[config.mk]
export PLATFORM = sky130hd
export DESIGN_NAME = ordered_list_engine
export DESIGN_NICKNAME = d
export VERILOG_FILES = /design/src/ole_pkg.sv /design/src/ole_cell.sv /design/src/ole_first_match.sv /design/src/ordered_list_engine.sv
export SDC_FILE = /design/constraint.sdc
export NUM_CORES = 1
export LEC_CHECK = 0
export BUFFER_PORTS_ARGS = -buffer_cell sky130_fd_sc_hd__buf_4
export CORE_UTILIZATION = 46
export CTS_CLUSTER_SIZE = 28
export DETAILED_ROUTE_END_ITERATION = 8
export HOLD_SLACK_MARGIN = 0.06
export SLEW_MARGIN = 20
export SYNTH_ARGS = -nofsm -noshare
export SYNTH_HDL_FRONTEND = slang
export SYNTH_HIERARCHICAL = 1
export SYNTH_SLANG_ARGS = --single-unit
[constraint.sdc]
create_clock -name i_clk -period 6.05 [get_ports i_clk]
set_clock_uncertainty 0.05 [all_clocks]
set_input_delay 0.3025 -clock i_clk [delete_from_list [all_inputs] [get_ports i_clk]]
set_output_delay 0.3025 -clock i_clk [all_outputs]
set_load 0.03 [all_outputs]
[src/ole_pkg.sv]
// Shared types and constants for the ordered list engine.
// Used by every module of the block; depends on nothing.
package ole_pkg;

    localparam int CAPACITY = 16;
    localparam int DATA_W   = 32;
    localparam int OP_W     = 3;
    localparam int POS_W    = 5;
    localparam int ST_W     = 3;
    localparam int IDX_W    = $clog2(CAPACITY);
    localparam int COUNT_W  = $clog2(CAPACITY + 1);

    typedef enum logic [OP_W-1:0] {
        OP_INS_FRONT = 3'd0,
        OP_INS_BACK  = 3'd1,
        OP_INS_POS   = 3'd2,
        OP_REM_FRONT = 3'd3,
        OP_REM_BACK  = 3'd4,
        OP_SEARCH    = 3'd5
    } t_op;

    typedef enum logic [ST_W-1:0] {
        ST_OK       = 3'd0,
        ST_FULL     = 3'd1,
        ST_EMPTY    = 3'd2,
        ST_BADPOS   = 3'd3,
        ST_NOTFOUND = 3'd4
    } t_status;

    typedef enum logic [1:0] {
        CELL_HOLD,
        CELL_LOAD,
        CELL_FROM_LEFT,
        CELL_FROM_RIGHT
    } t_cell_op;

    typedef struct packed {
        t_cell_op op;
        logic     live;
    } t_cell_ctl;

endpackage

[src/ole_cell.sv]
// One cell of the list chain: holds one entry and compares it with the key.
// Depends on ole_pkg.
module ole_cell (
    input  logic                           i_clk,
    input  ole_pkg::t_cell_ctl             i_ctl,
    input  logic [ole_pkg::DATA_W-1:0]     i_new,
    input  logic [ole_pkg::DATA_W-1:0]     i_left,
    input  logic [ole_pkg::DATA_W-1:0]     i_right,
    input  logic [ole_pkg::DATA_W-1:0]     i_key,
    output logic [ole_pkg::DATA_W-1:0]     o_value,
    output logic                           o_match
);

    logic [ole_pkg::DATA_W-1:0] r_value;
    logic [ole_pkg::DATA_W-1:0] n_value;

    always_comb begin
        unique case (i_ctl.op)
            ole_pkg::CELL_HOLD:       n_value = r_value;
            ole_pkg::CELL_LOAD:       n_value = i_new;
            ole_pkg::CELL_FROM_LEFT:  n_value = i_left;
            ole_pkg::CELL_FROM_RIGHT: n_value = i_right;
            default:                  n_value = r_value;
        endcase
    end

    always_ff @(posedge i_clk) begin
        r_value <= n_value;
    end

    assign o_value = r_value;
    assign o_match = i_ctl.live && (r_value == i_key);

endmodule

[src/ole_first_match.sv]
// Finds the lowest cell that reports a match.
// Depends on ole_pkg.
module ole_first_match (
    input  logic [ole_pkg::CAPACITY-1:0] i_match,
    output logic                         o_any,
    output logic [ole_pkg::IDX_W-1:0]    o_index
);

    logic [ole_pkg::CAPACITY-1:0] lowest;

    // Isolate the lowest set bit, then OR-encode its index.
    assign lowest = i_match & (~i_match + ole_pkg::CAPACITY'(1));
    assign o_any  = |i_match;

    always_comb begin
        o_index = '0;
        for (int j = 0; j < ole_pkg::CAPACITY; j++) begin
            if (lowest[j]) begin
                o_index = o_index | ole_pkg::IDX_W'(j);
            end
        end
    end

endmodule

[src/ordered_list_engine.sv]
// Ordered list engine, top level: a chain of cells, the count and the result register.
// Depends on ole_pkg, ole_cell and ole_first_match.
//
// Usage:
//   Requests arrive on i_valid/o_ready with i_op, i_value and i_position.
//   Each item gives exactly one result on o_valid/i_ready with o_status,
//   o_found_position and o_count (the count after the request).
//   The cell chain shifts and all cells compare in the cycle of acceptance,
//   and the result is registered at that edge. Throughput is one item per
//   cycle while the receiver keeps up; every cell updates at the same edge
//   whatever the position, so no op takes longer than another.
//   When the receiver stalls, the result stays in the output register and
//   o_ready drops until it is taken; an item is accepted in the same cycle
//   that the waiting result leaves.
//   Reset (i_rst_n low, synchronous) empties the list and drops o_valid.
//   Cell contents are not cleared; cells at or above the count are never
//   read.
module ordered_list_engine (
    input  logic                           i_clk,
    input  logic                           i_rst_n,
    input  logic                           i_valid,
    output logic                           o_ready,
    input  logic [ole_pkg::OP_W-1:0]       i_op,
    input  logic signed [ole_pkg::DATA_W-1:0] i_value,
    input  logic [ole_pkg::POS_W-1:0]      i_position,
    output logic                           o_valid,
    input  logic                           i_ready,
    output logic [ole_pkg::ST_W-1:0]       o_status,
    output logic [ole_pkg::POS_W-1:0]      o_found_position,
    output logic [ole_pkg::POS_W-1:0]      o_count
);

    logic                         acc;
    logic                         is_full;
    logic                         is_empty;
    logic                         pos_ok;
    logic                         do_ins;
    logic                         do_rem_front;
    logic [ole_pkg::COUNT_W-1:0]  ins_idx;
    logic                         r_out_valid;
    logic [ole_pkg::ST_W-1:0]     r_status;
    logic [ole_pkg::ST_W-1:0]     n_status;
    logic [ole_pkg::POS_W-1:0]    r_found;
    logic [ole_pkg::POS_W-1:0]    n_found;
    logic [ole_pkg::COUNT_W-1:0]  r_count;
    logic [ole_pkg::COUNT_W-1:0]  n_count;
    logic [ole_pkg::POS_W-1:0]    r_count_out;
    logic [ole_pkg::CAPACITY-1:0] match;
    logic                         any_match;
    logic [ole_pkg::IDX_W-1:0]    match_idx;
    logic [ole_pkg::DATA_W-1:0]   cell_val [ole_pkg::CAPACITY];
    ole_pkg::t_cell_ctl           cell_ctl [ole_pkg::CAPACITY];

    assign o_ready  = !r_out_valid || i_ready;
    assign acc      = i_valid && o_ready;
    assign is_full  = (r_count == ole_pkg::COUNT_W'(ole_pkg::CAPACITY));
    assign is_empty = (r_count == '0);
    assign pos_ok   = (i_position != '0) &&
                      ((ole_pkg::POS_W+1)'(i_position) <=
                       (ole_pkg::POS_W+1)'(r_count) + (ole_pkg::POS_W+1)'(1));

    always_comb begin
        do_ins       = 1'b0;
        do_rem_front = 1'b0;
        ins_idx      = '0;
        n_status     = ole_pkg::ST_OK;
        n_found      = '0;
        n_count      = r_count;
        unique case (i_op)
            ole_pkg::OP_INS_FRONT, ole_pkg::OP_INS_BACK: begin
                ins_idx = (i_op == ole_pkg::OP_INS_FRONT) ? '0 : r_count;
                if (is_full) begin
                    n_status = ole_pkg::ST_FULL;
                end else begin
                    do_ins  = 1'b1;
                    n_count = r_count + ole_pkg::COUNT_W'(1);
                end
            end
            ole_pkg::OP_INS_POS: begin
                ins_idx = ole_pkg::COUNT_W'(i_position - ole_pkg::POS_W'(1));
                if (is_full) begin
                    n_status = ole_pkg::ST_FULL;
                end else if (!pos_ok) begin
                    n_status = ole_pkg::ST_BADPOS;
                end else begin
                    do_ins  = 1'b1;
                    n_count = r_count + ole_pkg::COUNT_W'(1);
                end
            end
            ole_pkg::OP_REM_FRONT, ole_pkg::OP_REM_BACK: begin
                if (is_empty) begin
                    n_status = ole_pkg::ST_EMPTY;
                end else begin
                    // Removing the last entry needs no shift, only a shorter count.
                    do_rem_front = (i_op == ole_pkg::OP_REM_FRONT);
                    n_count      = r_count - ole_pkg::COUNT_W'(1);
                end
            end
            ole_pkg::OP_SEARCH: begin
                if (any_match) begin
                    n_found = ole_pkg::POS_W'(match_idx) + ole_pkg::POS_W'(1);
                end else begin
                    n_status = ole_pkg::ST_NOTFOUND;
                end
            end
            default: ;
        endcase
    end

    for (genvar j = 0; j < ole_pkg::CAPACITY; j++) begin : g_cell
        logic [ole_pkg::DATA_W-1:0] left_val;
        logic [ole_pkg::DATA_W-1:0] right_val;

        if (j == 0) begin : g_first
            assign left_val = i_value;
        end else begin : g_mid
            assign left_val = cell_val[j-1];
        end
        if (j == ole_pkg::CAPACITY - 1) begin : g_last
            assign right_val = cell_val[j];
        end else begin : g_inner
            assign right_val = cell_val[j+1];
        end

        always_comb begin
            cell_ctl[j].live = (ole_pkg::COUNT_W'(j) < r_count);
            cell_ctl[j].op   = ole_pkg::CELL_HOLD;
            if (acc && do_ins) begin
                if (ole_pkg::COUNT_W'(j) == ins_idx) begin
                    cell_ctl[j].op = ole_pkg::CELL_LOAD;
                end else if (ole_pkg::COUNT_W'(j) > ins_idx) begin
                    cell_ctl[j].op = ole_pkg::CELL_FROM_LEFT;
                end
            end else if (acc && do_rem_front) begin
                cell_ctl[j].op = ole_pkg::CELL_FROM_RIGHT;
            end
        end

        ole_cell u_cell (
            .i_clk   (i_clk),
            .i_ctl   (cell_ctl[j]),
            .i_new   (i_value),
            .i_left  (left_val),
            .i_right (right_val),
            .i_key   (i_value),
            .o_value (cell_val[j]),
            .o_match (match[j])
        );
    end

    ole_first_match u_first_match (
        .i_match (match),
        .o_any   (any_match),
        .o_index (match_idx)
    );

    always_ff @(posedge i_clk) begin
        if (!i_rst_n) begin
            r_out_valid <= 1'b0;
            r_count     <= '0;
        end else begin
            if (acc) begin
                r_out_valid <= 1'b1;
                r_count     <= n_count;
            end else if (i_ready) begin
                r_out_valid <= 1'b0;
            end
        end
    end

    always_ff @(posedge i_clk) begin
        if (acc) begin
            r_status    <= n_status;
            r_found     <= n_found;
            r_count_out <= ole_pkg::POS_W'(n_count);
        end
    end

    assign o_valid          = r_out_valid;
    assign o_status         = r_status;
    assign o_found_position = r_found;
    assign o_count          = r_count_out;

    a_count_bound: assert property (@(posedge i_clk) disable iff (!i_rst_n)
        r_count <= ole_pkg::COUNT_W'(ole_pkg::CAPACITY))
        else $error("entry count above capacity");

    a_count_matches: assert property (@(posedge i_clk) disable iff (!i_rst_n)
        o_valid |-> (o_count == ole_pkg::POS_W'(r_count)))
        else $error("reported count differs from list count");

    a_found_ok: assert property (@(posedge i_clk) disable iff (!i_rst_n)
        (o_valid && o_found_position != '0) |-> (o_status == ole_pkg::ST_OK))
        else $error("found position with non-ok status");

    a_full_holds: assert property (@(posedge i_clk) disable iff (!i_rst_n)
        (acc && is_full && (i_op == ole_pkg::OP_INS_FRONT || i_op == ole_pkg::OP_INS_BACK
         || i_op == ole_pkg::OP_INS_POS))
        |=> (r_count == ole_pkg::COUNT_W'(ole_pkg::CAPACITY)
             && o_status == ole_pkg::ST_FULL))
        else $error("insert into full list changed the count");

endmodule

==> impl_metrics.toml <==
[outcome]
status = "finished clean"

[critical_path]
worstPathBufferInverterCount = 1
critPathLaunchType = "register"
cp.required_ns = 6.33
critPathMaxStageDelay_ns = 0.69
path_delay_family = "compound AO/OA/AOI/OAI gates"
timing.critical_path.slowest_stage_cell = "sky130_fd_sc_hd__dfxtp_1"
timing.critical_path.arrival_ns = 5.45
critical_path.cell_chain = "ha_1, nand3_1, xnor2_1, ha_1, and3_1, o21ai_0, a32oi_2, a21boi_4, a32o_2, nand4_1, o21ai_4, buf_4, mux2i_1, a21oi_1"
worst_setup_path_end_kind = "register"
path_max_fanout = 24
worstSetupPathType = "register to register"
cpMostUsedCell = "sky130_fd_sc_hd__ha_1"

[timing]
slew_headroom_pct = 33.2
post-route-min-period_ns = 5.17
hold_slack_ns = 0.122
max_clock_freq_mhz = 193
setup_total_negative_slack_ns = 0
final-setup-viol-count = 0
finalHoldViolCount = 0
timing.final.max_slew_violations = 0
transition_time_of_the_tightest_slew_check_pin_ns = 0.991
grt_setup_unrepaired = "no"
fin_crit_sh_pct = 85.5

[power]
cellInternalPower_mw = 6.95
power.combinational.fraction_pct = 16.3
clock_power_share_pct = 34.8
reg_power_share_pct = 48.9
power_leakage_nw = 12.0
max-vdd-ir-drop_mv = 0.249
swShare_pct = 28.5
p_sw_mw = 2.77
power.density_cell_area_nw_per_um2 = 263

[floorplan]
floorplan.core_area_um2 = 73000
io_pins = 59
overall_die_width_um = 274
std_cell_rows = 99
die_height_um = 274
dieArea_um2 = 74900
start_util_pct = 46.5

[finish]
post-route-cell-area_um2 = 37000
stdcell_count = 4223
area_delta_synth_final_pct = 8.89
post_route_cells_drive_above_1_share_pct = 7.72
final_core_utilization_pct = 50.7
design.final.nets = 3273

[route]
initial_detailed_routing_violation_count = 2000
dr_total_vias = 24300
wire_per_inst_um = 21.1
post_drt_via_cell_ratio = 5.76
drc_errors = 0
drtAntennaViolNets = 0
wl_mm = 89.3
drt_pre_antenna_iters = 7

[global_routing]
first_global_vias = 23000
globalRouteTotalUtil_pct = 23.5
grt_max_degree = 65
globalRoute.totalOverflow = 0
antenna_found_initial = 3
wire_length_of_the_first_global_routing_pass_mm = 139

[clocking]
cts.clk_slew.worst_paths_ns = 0.06
cts_resized = 0
tritoncts.num_buffers = 60
cts_tree = "built"
clock_tree.htree_level_count = 2
cts_root_buffer = "sky130_fd_sc_hd__clkbuf_16"
worst_skew_pair.late_latency_ns = 0.62
clock_sink_count = 531
max_buffers_root_to_sink = 3

[job]
maxCapViolCount = 0

[logic_synthesis]
synth_top_area_cell = "sky130_fd_sc_hd__edfxtp_1"
synth_top_cell_area_share_pct = 46.4
post_synth_simple_gate_area_pct = 11.3
synth.top_cells.by_area = "sky130_fd_sc_hd__edfxtp_1, sky130_fd_sc_hd__mux2i_1, sky130_fd_sc_hd__xor2_1"
post_synth_fa_ha_maj_area_fraction_pct = 0.368
synth.lib_cells_used.distinct = 71
synth.avg_cell_area_um2 = 10.4
post_synth_instance_area_um2 = 34000
syn-instance-count = 3257
synth_flop_cell = "sky130_fd_sc_hd__edfxtp_1"
synth_compound_gate_area_share_pct = 9.94
synth_enable_flop_cells = 525
syn-num-nets = 3311
synthXorXnorAreaFrac_pct = 13.4
dominant_combinational_cell_family_by_area_after_synthesis = "multiplexers"
postSynthRegisterBits = 531
synth-seq-area-share_pct = 46.8
synthMuxAreaShare_pct = 15.1
yosys_warnings = 6
synth-async-reset-ratio_pct = 0

[placed_design]
detailedPlacementHpwl_mm = 65.6
gp_congestion = 0.913
io_buffer_count = 58
place.detailed.instances = 4113
place_area_um2 = 35200

[min_path]
hold_class = "primary input to register"
final cells by class:
class	instances	area, um^2
Tap cell	959	1200
Antenna cell	1	2.50
Clock buffer	81	1600
Timing Repair Buffer	98	743
Sequential cell	531	15900
Inverter	17	63.8
Clock inverter	25	164
Fill cell	6502	36000
Multi-Input combinational cell	2511	17300
power groups by stage:
stage	logic (mW)	clock network, mW	registers (mW)
2_1_floorplan	1.13	0	4.70
3_3_place_gp	1.51	0	4.81
3_5_place_dp	1.57	0	4.82
4_1_cts	1.58	3.47	4.74
5_1_grt	1.76	3.60	4.78
6_report	1.59	3.38	4.75
final timing paths:
check             cells after the start                         from  slack [ns]                            end
setup / recovery                     14                   r_count[1]        0.88  g_cell[10].u_cell/o_value[23]
hold / removal                        3                      i_op[2]        0.12                    o_status[2]
setup reg to reg                     14                   r_count[1]        0.88  g_cell[10].u_cell/o_value[23]
hold reg to reg                       2  g_cell[0].u_cell/o_value[4]        0.64    g_cell[1].u_cell/o_value[4]
flip-flops by register name, indices dropped and copies added (netlist names):
| signal | flops |
|---|---|
| r_count | 5 |
| o_valid | 1 |
| o_status | 3 |
| o_found_position | 5 |
| o_count | 5 |
| g_cell.u_cell/o_value | 512 |
metal layers:
layer	vias up	GRT usage (%)	share of wire [%]
li1	11700	-	-
met1	11700	34.0	47
met2	740	36.6	45
met3	113	3.66	5.9
met4	0	6.25	2.2
met5	-	0	0
placed cells by master (no fill, tap or decap), types with 19 or more instances in the layout:
cell,synthesis,layout
sky130_fd_sc_hd__nand4_1,19,19
sky130_fd_sc_hd__nor3_1,19,19
sky130_fd_sc_hd__buf_4,50,95
sky130_fd_sc_hd__xnor2_1,21,21
sky130_fd_sc_hd__o21ai_0,37,22
sky130_fd_sc_hd__mux2i_1,512,512
sky130_fd_sc_hd__nand2_1,31,29
sky130_fd_sc_hd__edfxtp_1,525,525
sky130_fd_sc_hd__xor2_1,498,498
sky130_fd_sc_hd__nor4_1,115,115
sky130_fd_sc_hd__a21oi_1,537,535
sky130_fd_sc_hd__nor2_1,544,544
sky130_fd_sc_hd__clkbuf_16,0,61
sky130_fd_sc_hd__nand3_1,42,42
sky130_fd_sc_hd__clkbuf_1,75,20
logic make-up after synthesis:
kind of cell	Yosys count
muxes	513
buffers and inverters	215
xor gates and xnor gates	519
adders and majority gates	10
AOI/OAI and AO/OA	634
DFF	531
and+or+nand+nor	835
cell usage after synthesis (10+ instances only):
| cell | count |
|---|---|
| sky130_fd_sc_hd__nor2_1 | 544 |
| sky130_fd_sc_hd__a21oi_1 | 537 |
| sky130_fd_sc_hd__edfxtp_1 | 525 |
| sky130_fd_sc_hd__mux2i_1 | 512 |
| sky130_fd_sc_hd__xor2_1 | 498 |
| sky130_fd_sc_hd__nor4_1 | 115 |
| sky130_fd_sc_hd__clkbuf_1 | 75 |
| sky130_fd_sc_hd__buf_4 | 50 |
| sky130_fd_sc_hd__nand3_1 | 42 |
| sky130_fd_sc_hd__buf_2 | 38 |
| sky130_fd_sc_hd__o21ai_0 | 37 |
| sky130_fd_sc_hd__buf_1 | 32 |
| sky130_fd_sc_hd__nand2_1 | 31 |
| sky130_fd_sc_hd__xnor2_1 | 21 |
| sky130_fd_sc_hd__nand4_1 | 19 |
| sky130_fd_sc_hd__nor3_1 | 19 |
| sky130_fd_sc_hd__inv_1 | 17 |
| sky130_fd_sc_hd__or2_2 | 17 |
| sky130_fd_sc_hd__nor3_2 | 16 |
| sky130_fd_sc_hd__ha_1 | 10 |
worst min-delay path, stage by stage:
cell and delay, ns:
sky130_fd_sc_hd__buf_4 0.19, sky130_fd_sc_hd__nand2_1 0.08, sky130_fd_sc_hd__nor2_1 0.03
timing repair:
item | CTS | global route
hold buffers | 3 | 0
endpoints found under the hold margin | 6 | 0
buffers inserted | 0 | 0
setup endpoints to repair | 0 | 0
stage by stage:
stage               power [mW]  worst slack, ns
floorplan                 5.84             1.96
global placement          6.32             1.25
finish                    9.72            0.879
global route              10.1            0.649
CTS                       9.79             1.03
detailed placement        6.39             1.06
No activity file was read; power rests on OpenSTA's default activity.
